### config.mk
export PLATFORM = sky130hd
export DESIGN_NAME = pc_speaker_square_wave_gen_top_flat
export DESIGN_NICKNAME = d
export VERILOG_FILES = /design/src/sv/pcs_pkg.sv /design/src/sv/pcs_cmd_if.sv /design/src/sv/pcs_audio_if.sv /design/src/sv/pc_speaker_square_wave_gen_top.sv /design/src/flat_wrapper.sv
export VERILOG_INCLUDE_DIRS = /design/src /design/src/sv
export SDC_FILE = /design/constraint.sdc
export NUM_CORES = 1
export LEC_CHECK = 0
export BUFFER_PORTS_ARGS = -buffer_cell sky130_fd_sc_hd__buf_2
export CAP_MARGIN = 20
export CELL_PAD_IN_SITES_DETAIL_PLACEMENT = 1
export CELL_PAD_IN_SITES_GLOBAL_PLACEMENT = 2
export CORE_ASPECT_RATIO = 1.1
export CORE_MARGIN = 5
export CORE_UTILIZATION = 35
export CTS_CLUSTER_SIZE = 28
export DETAILED_ROUTE_END_ITERATION = 8
export GPL_ROUTABILITY_DRIVEN = 1
export MAX_ROUTING_LAYER = met4
export PLACE_DENSITY_LB_ADDON = 0.1
export SYNTH_ARGS = -nofsm -noshare
export SYNTH_HDL_FRONTEND = slang
export SYNTH_SLANG_ARGS = --single-unit
### constraint.sdc
create_clock -name clk -period 8.3 [get_ports clk]
set_clock_uncertainty 0.1 [all_clocks]
set_input_delay 0.83 -clock clk [delete_from_list [all_inputs] [get_ports clk]]
set_output_delay 0.83 -clock clk [all_outputs]
set_load 0.01 [all_outputs]
### src/sv/assert_macros.svh
// Assertion macros used by the RTL of the speaker tone block.
// Needs a clock named clk and an active-low reset named rst_n in scope.
`ifndef ASSERT_MACROS_SVH
`define ASSERT_MACROS_SVH

// Check that the consequent holds in the same cycle as the antecedent
`define ASSERT_SAME(label, ante, cons) \
    label: assert property (@(posedge clk) disable iff (!rst_n) (ante) |-> (cons)) \
        else $error("assertion failed in same-cycle check");

// Check that the consequent holds in the cycle after the antecedent
`define ASSERT_NEXT(label, ante, cons) \
    label: assert property (@(posedge clk) disable iff (!rst_n) (ante) |=> (cons)) \
        else $error("assertion failed in next-cycle check");

`endif

### src/sv/pcs_pkg.sv
// Package for the speaker square-wave block: field widths, operation codes
// and parameter defaults. No dependencies.
`default_nettype none

package pcs_pkg;

    // Field widths
    localparam int OP_W     = 2;
    localparam int DIV_W    = 16;
    localparam int RATE_W   = 18;
    localparam int SAMPLE_W = 15;

    // Phase and bound width, and the width of phase plus step
    localparam int PHASE_W  = 34;
    localparam int SUM_W    = PHASE_W + 1;

    // Parameter defaults
    localparam int PIT_RATE_DEF   = 1193182;
    localparam int HIGH_LEVEL_DEF = 24575;

    // Reset value of the sample rate register
    localparam logic [RATE_W-1:0] SAMPLE_RATE_RST = RATE_W'(44100);

    // Operation codes
    typedef enum logic [OP_W-1:0] {
        OP_TICK  = 2'd0,
        OP_TONE  = 2'd1,
        OP_CONST = 2'd2
    } op_t;

endpackage

`default_nettype wire

### src/sv/pcs_cmd_if.sv
// Command channel of the speaker square-wave block: valid/ready plus payload.
// Depends on pcs_pkg for field widths.
`default_nettype none

interface pcs_cmd_if
    import pcs_pkg::*;
();
    logic               valid;
    logic               ready;
    logic [OP_W-1:0]    operation;
    logic [DIV_W-1:0]   inv_freq;
    logic               const_high;

    modport source (output valid, output operation, output inv_freq,
                    output const_high, input ready);
    modport sink   (input valid, input operation, input inv_freq,
                    input const_high, output ready);
endinterface

`default_nettype wire

### src/sv/pcs_audio_if.sv
// Audio sample channel of the speaker square-wave block: valid/ready plus sample.
// Depends on pcs_pkg for the sample width.
`default_nettype none

interface pcs_audio_if
    import pcs_pkg::*;
();
    logic                valid;
    logic                ready;
    logic [SAMPLE_W-1:0] sample;

    modport source (output valid, output sample, input ready);
    modport sink   (input valid, input sample, output ready);
endinterface

`default_nettype wire

### src/sv/pc_speaker_square_wave_gen_top.sv
// Speaker square-wave generator: timer-divisor tone resampled to audio rate.
// Depends on pcs_pkg, pcs_cmd_if, pcs_audio_if and assert_macros.svh.
//
// Usage:
//   cmd carries requests: sample tick, start tone (inv_freq) or hold
//   constant level (const_high). audio carries one sample per tick,
//   0 or HIGH_LEVEL. cfg_wr_en/cfg_wr_data write sample_rate while idle.
// Timing:
//   Start tone, hold constant and ticks with no wrap leave the block idle; the
//   period bound product is formed in the accept cycle. A tick whose
//   phase plus step reaches a nonzero bound runs a restoring remainder,
//   one bit a cycle through a shared compare/subtract, over every dividend
//   bit; cmd.ready stays low meanwhile. The tick's sample is registered at
//   accept, so it shows on audio the cycle after the tick is taken.
// Stall:
//   The sample register holds a pending sample; cmd.ready is low while
//   that sample waits and audio.ready is low, then rises in the cycle the
//   sample is taken.
// Reset:
//   Constant-level mode, output low, phase and bound zero, sample_rate
//   44100, no sample pending.
`default_nettype none
`include "assert_macros.svh"

module pc_speaker_square_wave_gen_top
    import pcs_pkg::*;
#(
    parameter int PIT_RATE   = PIT_RATE_DEF,
    parameter int HIGH_LEVEL = HIGH_LEVEL_DEF
) (
    input  wire logic              clk,
    input  wire logic              rst_n,
    input  wire logic              cfg_wr_en,
    input  wire logic [RATE_W-1:0] cfg_wr_data,
    pcs_cmd_if.sink                cmd,
    pcs_audio_if.source            audio
);

    localparam int CNT_W = $clog2(SUM_W);
    localparam logic [SUM_W-1:0]    STEP     = SUM_W'(2 * PIT_RATE);
    localparam logic [SAMPLE_W-1:0] HIGH_VAL = SAMPLE_W'(HIGH_LEVEL);
    localparam logic [CNT_W-1:0]    LAST_CNT = CNT_W'(SUM_W - 1);

    typedef enum logic {
        ST_IDLE,
        ST_DIV
    } state_t;

    state_t                state_reg,       state_next;
    logic [RATE_W-1:0]     sample_rate_reg, sample_rate_next;
    logic                  tone_mode_reg,   tone_mode_next;
    logic                  level_reg,       level_next;
    logic [PHASE_W-1:0]    phase_reg,       phase_next;
    logic [PHASE_W-1:0]    bound_reg,       bound_next;
    logic [SUM_W-1:0]      dividend_reg,    dividend_next;
    logic [PHASE_W-1:0]    rem_reg,         rem_next;
    logic [CNT_W-1:0]      cnt_reg,         cnt_next;
    logic                  out_valid_reg,   out_valid_next;
    logic [SAMPLE_W-1:0]   sample_reg,      sample_next;

    logic                  accept;
    logic [SUM_W-1:0]      sum;
    logic [SUM_W-1:0]      rem_shift;
    logic [SUM_W-1:0]      rem_diff;
    logic [SUM_W-1:0]      bound_ext;

    // Take a request when idle and the sample slot is free or draining
    assign cmd.ready   = (state_reg == ST_IDLE) && (!out_valid_reg || audio.ready);
    assign accept      = cmd.valid && cmd.ready;
    assign audio.valid = out_valid_reg;
    assign audio.sample = sample_reg;

    // Shared datapath: phase step, and one remainder step
    assign bound_ext = {1'b0, bound_reg};
    assign sum       = {1'b0, phase_reg} + STEP;
    assign rem_shift = {rem_reg, dividend_reg[SUM_W-1]};
    assign rem_diff  = rem_shift - bound_ext;

    // Next-state logic
    always_comb
    begin
        state_next       = state_reg;
        sample_rate_next = sample_rate_reg;
        tone_mode_next   = tone_mode_reg;
        level_next       = level_reg;
        phase_next       = phase_reg;
        bound_next       = bound_reg;
        dividend_next    = dividend_reg;
        rem_next         = rem_reg;
        cnt_next         = cnt_reg;
        out_valid_next   = out_valid_reg && !audio.ready;
        sample_next      = sample_reg;

        // Write the rate register
        if (cfg_wr_en)
        begin
            sample_rate_next = cfg_wr_data;
        end

        unique case (state_reg)
            ST_IDLE:
            begin
                if (accept)
                begin
                    unique case (op_t'(cmd.operation))
                        OP_TONE:
                        begin
                            tone_mode_next = 1'b1;
                            level_next     = 1'b0;
                            phase_next     = '0;
                            bound_next     = PHASE_W'(sample_rate_reg) * PHASE_W'(cmd.inv_freq);
                        end
                        OP_CONST:
                        begin
                            tone_mode_next = 1'b0;
                            level_next     = cmd.const_high;
                        end
                        OP_TICK:
                        begin
                            // Emit the current level, then advance the phase
                            out_valid_next = 1'b1;
                            sample_next    = level_reg ? HIGH_VAL : '0;
                            if (tone_mode_reg)
                            begin
                                if (bound_reg == '0)
                                begin
                                    phase_next = '0;
                                    level_next = !level_reg;
                                end
                                else if (sum >= bound_ext)
                                begin
                                    level_next    = !level_reg;
                                    dividend_next = sum;
                                    rem_next      = '0;
                                    cnt_next      = '0;
                                    state_next    = ST_DIV;
                                end
                                else
                                begin
                                    phase_next = sum[PHASE_W-1:0];
                                end
                            end
                        end
                        default:
                        begin
                            // Unused code: drop the request
                        end
                    endcase
                end
            end
            ST_DIV:
            begin
                // Shift in one dividend bit, subtract the bound when it fits
                dividend_next = dividend_reg << 1;
                if (rem_shift >= bound_ext)
                begin
                    rem_next = rem_diff[PHASE_W-1:0];
                end
                else
                begin
                    rem_next = rem_shift[PHASE_W-1:0];
                end
                cnt_next = cnt_reg + CNT_W'(1);
                if (cnt_reg == LAST_CNT)
                begin
                    phase_next = rem_next;
                    state_next = ST_IDLE;
                end
            end
            default:
            begin
                state_next = ST_IDLE;
            end
        endcase
    end

    // Hold state and registered outputs
    always_ff @(posedge clk or negedge rst_n)
    begin
        if (!rst_n)
        begin
            state_reg       <= ST_IDLE;
            sample_rate_reg <= SAMPLE_RATE_RST;
            tone_mode_reg   <= 1'b0;
            level_reg       <= 1'b0;
            phase_reg       <= '0;
            bound_reg       <= '0;
            dividend_reg    <= '0;
            rem_reg         <= '0;
            cnt_reg         <= '0;
            out_valid_reg   <= 1'b0;
            sample_reg      <= '0;
        end
        else
        begin
            state_reg       <= state_next;
            sample_rate_reg <= sample_rate_next;
            tone_mode_reg   <= tone_mode_next;
            level_reg       <= level_next;
            phase_reg       <= phase_next;
            bound_reg       <= bound_next;
            dividend_reg    <= dividend_next;
            rem_reg         <= rem_next;
            cnt_reg         <= cnt_next;
            out_valid_reg   <= out_valid_next;
            sample_reg      <= sample_next;
        end
    end

    // Assertions
    `ASSERT_SAME(a_busy_not_ready, state_reg == ST_DIV, !cmd.ready)
    `ASSERT_SAME(a_phase_below_bound,
                 state_reg == ST_IDLE && tone_mode_reg && bound_reg != '0,
                 phase_reg < bound_reg)
    `ASSERT_NEXT(a_tick_gives_sample,
                 accept && cmd.operation == OP_TICK,
                 out_valid_reg)

endmodule

`default_nettype wire

### src/flat_wrapper.sv
// flat-port wrapper written by rule: the top's interface ports become plain ports
module pc_speaker_square_wave_gen_top_flat import pcs_pkg::*;
#(
    parameter int PIT_RATE   = PIT_RATE_DEF,
    parameter int HIGH_LEVEL = HIGH_LEVEL_DEF
)
  (clk, rst_n, cfg_wr_en, cfg_wr_data, cmd_valid, cmd_operation, cmd_inv_freq, cmd_const_high, cmd_ready, audio_valid, audio_sample, audio_ready);
  pcs_cmd_if cmd_i ();
  pcs_audio_if audio_i ();
  input  wire logic clk;
  input  wire logic rst_n;
  input  wire logic cfg_wr_en;
  input  wire logic [RATE_W-1:0] cfg_wr_data;
  input wire logic [$bits(cmd_i.valid)-1:0] cmd_valid;
  input wire logic [$bits(cmd_i.operation)-1:0] cmd_operation;
  input wire logic [$bits(cmd_i.inv_freq)-1:0] cmd_inv_freq;
  input wire logic [$bits(cmd_i.const_high)-1:0] cmd_const_high;
  output wire logic [$bits(cmd_i.ready)-1:0] cmd_ready;
  output wire logic [$bits(audio_i.valid)-1:0] audio_valid;
  output wire logic [$bits(audio_i.sample)-1:0] audio_sample;
  input wire logic [$bits(audio_i.ready)-1:0] audio_ready;
  assign cmd_i.valid = cmd_valid;
  assign cmd_i.operation = cmd_operation;
  assign cmd_i.inv_freq = cmd_inv_freq;
  assign cmd_i.const_high = cmd_const_high;
  assign cmd_ready = cmd_i.ready;
  assign audio_valid = audio_i.valid;
  assign audio_sample = audio_i.sample;
  assign audio_i.ready = audio_ready;
  pc_speaker_square_wave_gen_top #(.PIT_RATE(PIT_RATE), .HIGH_LEVEL(HIGH_LEVEL)) u_core (.clk(clk), .rst_n(rst_n), .cfg_wr_en(cfg_wr_en), .cfg_wr_data(cfg_wr_data), .cmd(cmd_i), .audio(audio_i));
endmodule
==> impl_metrics.toml <==
[sta]
period_needed_ns = 7.048
rsz0062_at_grt = "no"
max_slew_margin_pct = 37.34
fin_tns_setup_ns = 0
slew_viol_final = 0
tightest_slew_ns = 0.9399
setup_violations = 0
finalCritPeriodShare_pct = 84.92
fmax_mhz = 141.9
finalHoldViolCount = 0

[synth]
syn_nets = 2775
syn_avg_cell_area_sq_um = 8.725
ys_seq_area_share_pct = 20.48
synth_top_area_share_pct = 21.97
synth_cell_types = 84
ys_async_sr_fraction_pct = 100.0
yosysTopAreaCell = "fa_1"
synth_area_sq_um = 20320
yosys-top-cells-count = "inv_1 (337), nand2_1 (292), fa_1 (223)"
synth_ff_type = "dfrtp_1"
synth_edf_count = 0
synth_warnings = 0
ys_seq_elements = 166
synthTopCellsByArea = "fa_1 (22%), dfrtp_1 (20%), ha_1 (11%)"
netlist_instances = 2329
synth.most_common_cell = "inv_1"

[layout]
drive_above_1_share_pct = 7.284
multi_input_area_sq_um = 14350
fillCellCount = 6738
regArea_sq_um = 4161
fin_util_pct = 37.93
fin_nets = 2756
design_area_sq_um = 21790
largest_reg_flops = 35
area_growth_pct = 7.210

[clock_network]
cts_hold_buf = 0
post_cts_resize_count = 0
cts_buffer_depth = 2
cts_setup_buffers = 0
ctsRootBufferMaster = "clkbuf_16"
cts_made_buffers = 17
h-tree-depth = 4
clk_pin_slew_ns = 0.07
clock-sinks = 166
cts_tree = "built"
insertion_delay_ns = 0.49

[placed_design]
gp_congestion = 0.8159
portBuffers = 57
placed_area_sq_um = 21190
hpwl_um = 50990

[floorplanning]
initial_utilization_pct = 35.38
die_w_um = 239.7
coreArea_sq_um = 57440
io_pins = 59
num_rows = 92
dieArea_sq_um = 62980
die_h_um = 262.7

[setup_path]
startpoint_type = "flop"
required_ns = 8.54
path_max_fanout = 17
cp_slowest_cell = "dfrtp_1"
reg2reg_to = "u_core.bound_reg[29]$_DFFE_PN0P_"
cp_cell_sequence = "nand2_1 > fa_1 > inv_1 > fa_1 > fa_1 > fa_1 > fa_1 > inv_1 > fa_1 > inv_1 > ha_1 > a21o_1 > a21o_1 > a211o_1 > a221o_1 > a21oi_1 > o21ai_1 > a221o_1 > xnor2_1 > o21ai_0"
end_kind = "flop"
reg2reg_depth = 20
cp_common_cell = "fa_1"
worstReg2RegStart = "u_core.sample_rate_reg[9]$_DFFE_PN0P_"
slowest_delay_ns = 0.87
r2r_slack_ns = 1.25
crit_arrival_ns = 7.29
crit_type = "flop to flop"

[routing]
antenna_left = 0
drt-pass1-iter-count = 4
wl_met2_um = 31510
drtIter0Drc = 609
drc = 0
wl_met3_um = 1402
routedWlPerCell_um = 20.52
num_vias = 16030
routed_wl_um = 63070
wl_met1_um = 29130
drt-vias-per-instance = 5.217
top_layer = "met4"

[global_routing]
antenna_found_initial = 2
grt_max_degree = 64
grt_usage_pct = 21.17
grt_pass1_vias = 17630
grt_pass1_wl_um = 102500
overflow = 0

[outcome]
status = "finished, final reports clean"

[worst_hold_path]
hold_class = "input pin to asynchronous set/reset pin"

[flow_run]
cap_viol_max_count = 0
[worst max path at each step]
stage | start | to | slack [ns] | depth (start not counted)
2_1_floorplan | cmd_inv_freq[10] | u_core.bound_reg[31]$_DFFE_PN0P_ | 1.19 | 21
3_3_place_gp | cmd_inv_freq[10] | u_core.bound_reg[31]$_DFFE_PN0P_ | 0.95 | 20
3_5_place_dp | cmd_inv_freq[7] | u_core.bound_reg[31]$_DFFE_PN0P_ | 0.93 | 20
4_1_cts | u_core.sample_rate_reg[9]$_DFFE_PN0P_ | u_core.bound_reg[29]$_DFFE_PN0P_ | 1.21 | 20
5_1_grt | u_core.sample_rate_reg[4]$_DFFE_PN0P_ | u_core.bound_reg[29]$_DFFE_PN0P_ | 0.85 | 21
6_report | u_core.sample_rate_reg[9]$_DFFE_PN0P_ | u_core.bound_reg[29]$_DFFE_PN0P_ | 1.25 | 20
[worst max-delay path: cells and delay by family, from the launching register on]
kind,cells,cell delay [ns]
fa+ha+maj,7,3.53
compound gates,8,1.91
flops,1,0.87
simple gates,1,0.18
xor+xnor,1,0.16
buf+inv,3,0.15
[routing by layer]
metal  vias up  global-route usage, %
met4         0                  4.581
met3        42                  2.603
met2       163                  35.48
met1      8175                  27.65
met5         -                      -
li1       7653                      -
[metrics by stage]
stage,setup slack (ns),hold WS (ns),std cells
finish,1.252,0.1839,3073
global route,0.8460,0.2029,3073
CTS,1.209,0.1746,3072
detailed placement,0.9299,0.3680,3043
global placement,0.9513,0.3642,3043
floorplan,1.192,0.3485,2329
[cell usage in the layout, fill, tap and decap left out, types with 19 or more instances in the layout]
master / Yosys / final
a21o_1: 43 / 43
a21oi_1: 125 / 125
and2_1: 145 / 145
buf_2: 17 / 56
buf_4: 19 / 24
dfrtp_1: 160 / 160
fa_1: 223 / 223
ha_1: 181 / 181
inv_1: 337 / 337
mux2_2: 24 / 24
nand2_1: 292 / 291
nand3_1: 34 / 34
nand4_1: 19 / 19
nor2_1: 114 / 114
nor3_1: 28 / 27
o21ai_0: 98 / 98
o22ai_1: 31 / 31
xnor2_1: 46 / 46
xor2_1: 39 / 39
[cell type report]
class	count	share of cell area [%]
Clock inverter	11	0.6892
Multi-Input combinational cell	1705	65.85
Clock buffer	18	2.016
Sequential cell	166	19.10
Inverter	339	5.841
Timing Repair Buffer	81	2.177
Antenna cell	1	0.01149
Tap cell	752	4.319
[cell families (layout without fill, tap and decap cells)]
kind of cell	count (synthesis)	count (layout)	share of synthesized area, %
AND/OR/NAND/NOR	715	715	16.93
AO/OA/AOI/OAI	469	469	15.09
buffers and inverters	458	449	9.033
adder cells (fa/ha/maj)	404	404	33.11
flip-flops	166	166	20.48
XOR/XNOR	85	85	3.664
multiplexers	31	31	1.675
other	1	2	0.01845
Power is not shown: default switching activity piles up to over one toggle a cycle in this logic, so the estimate is an artifact.
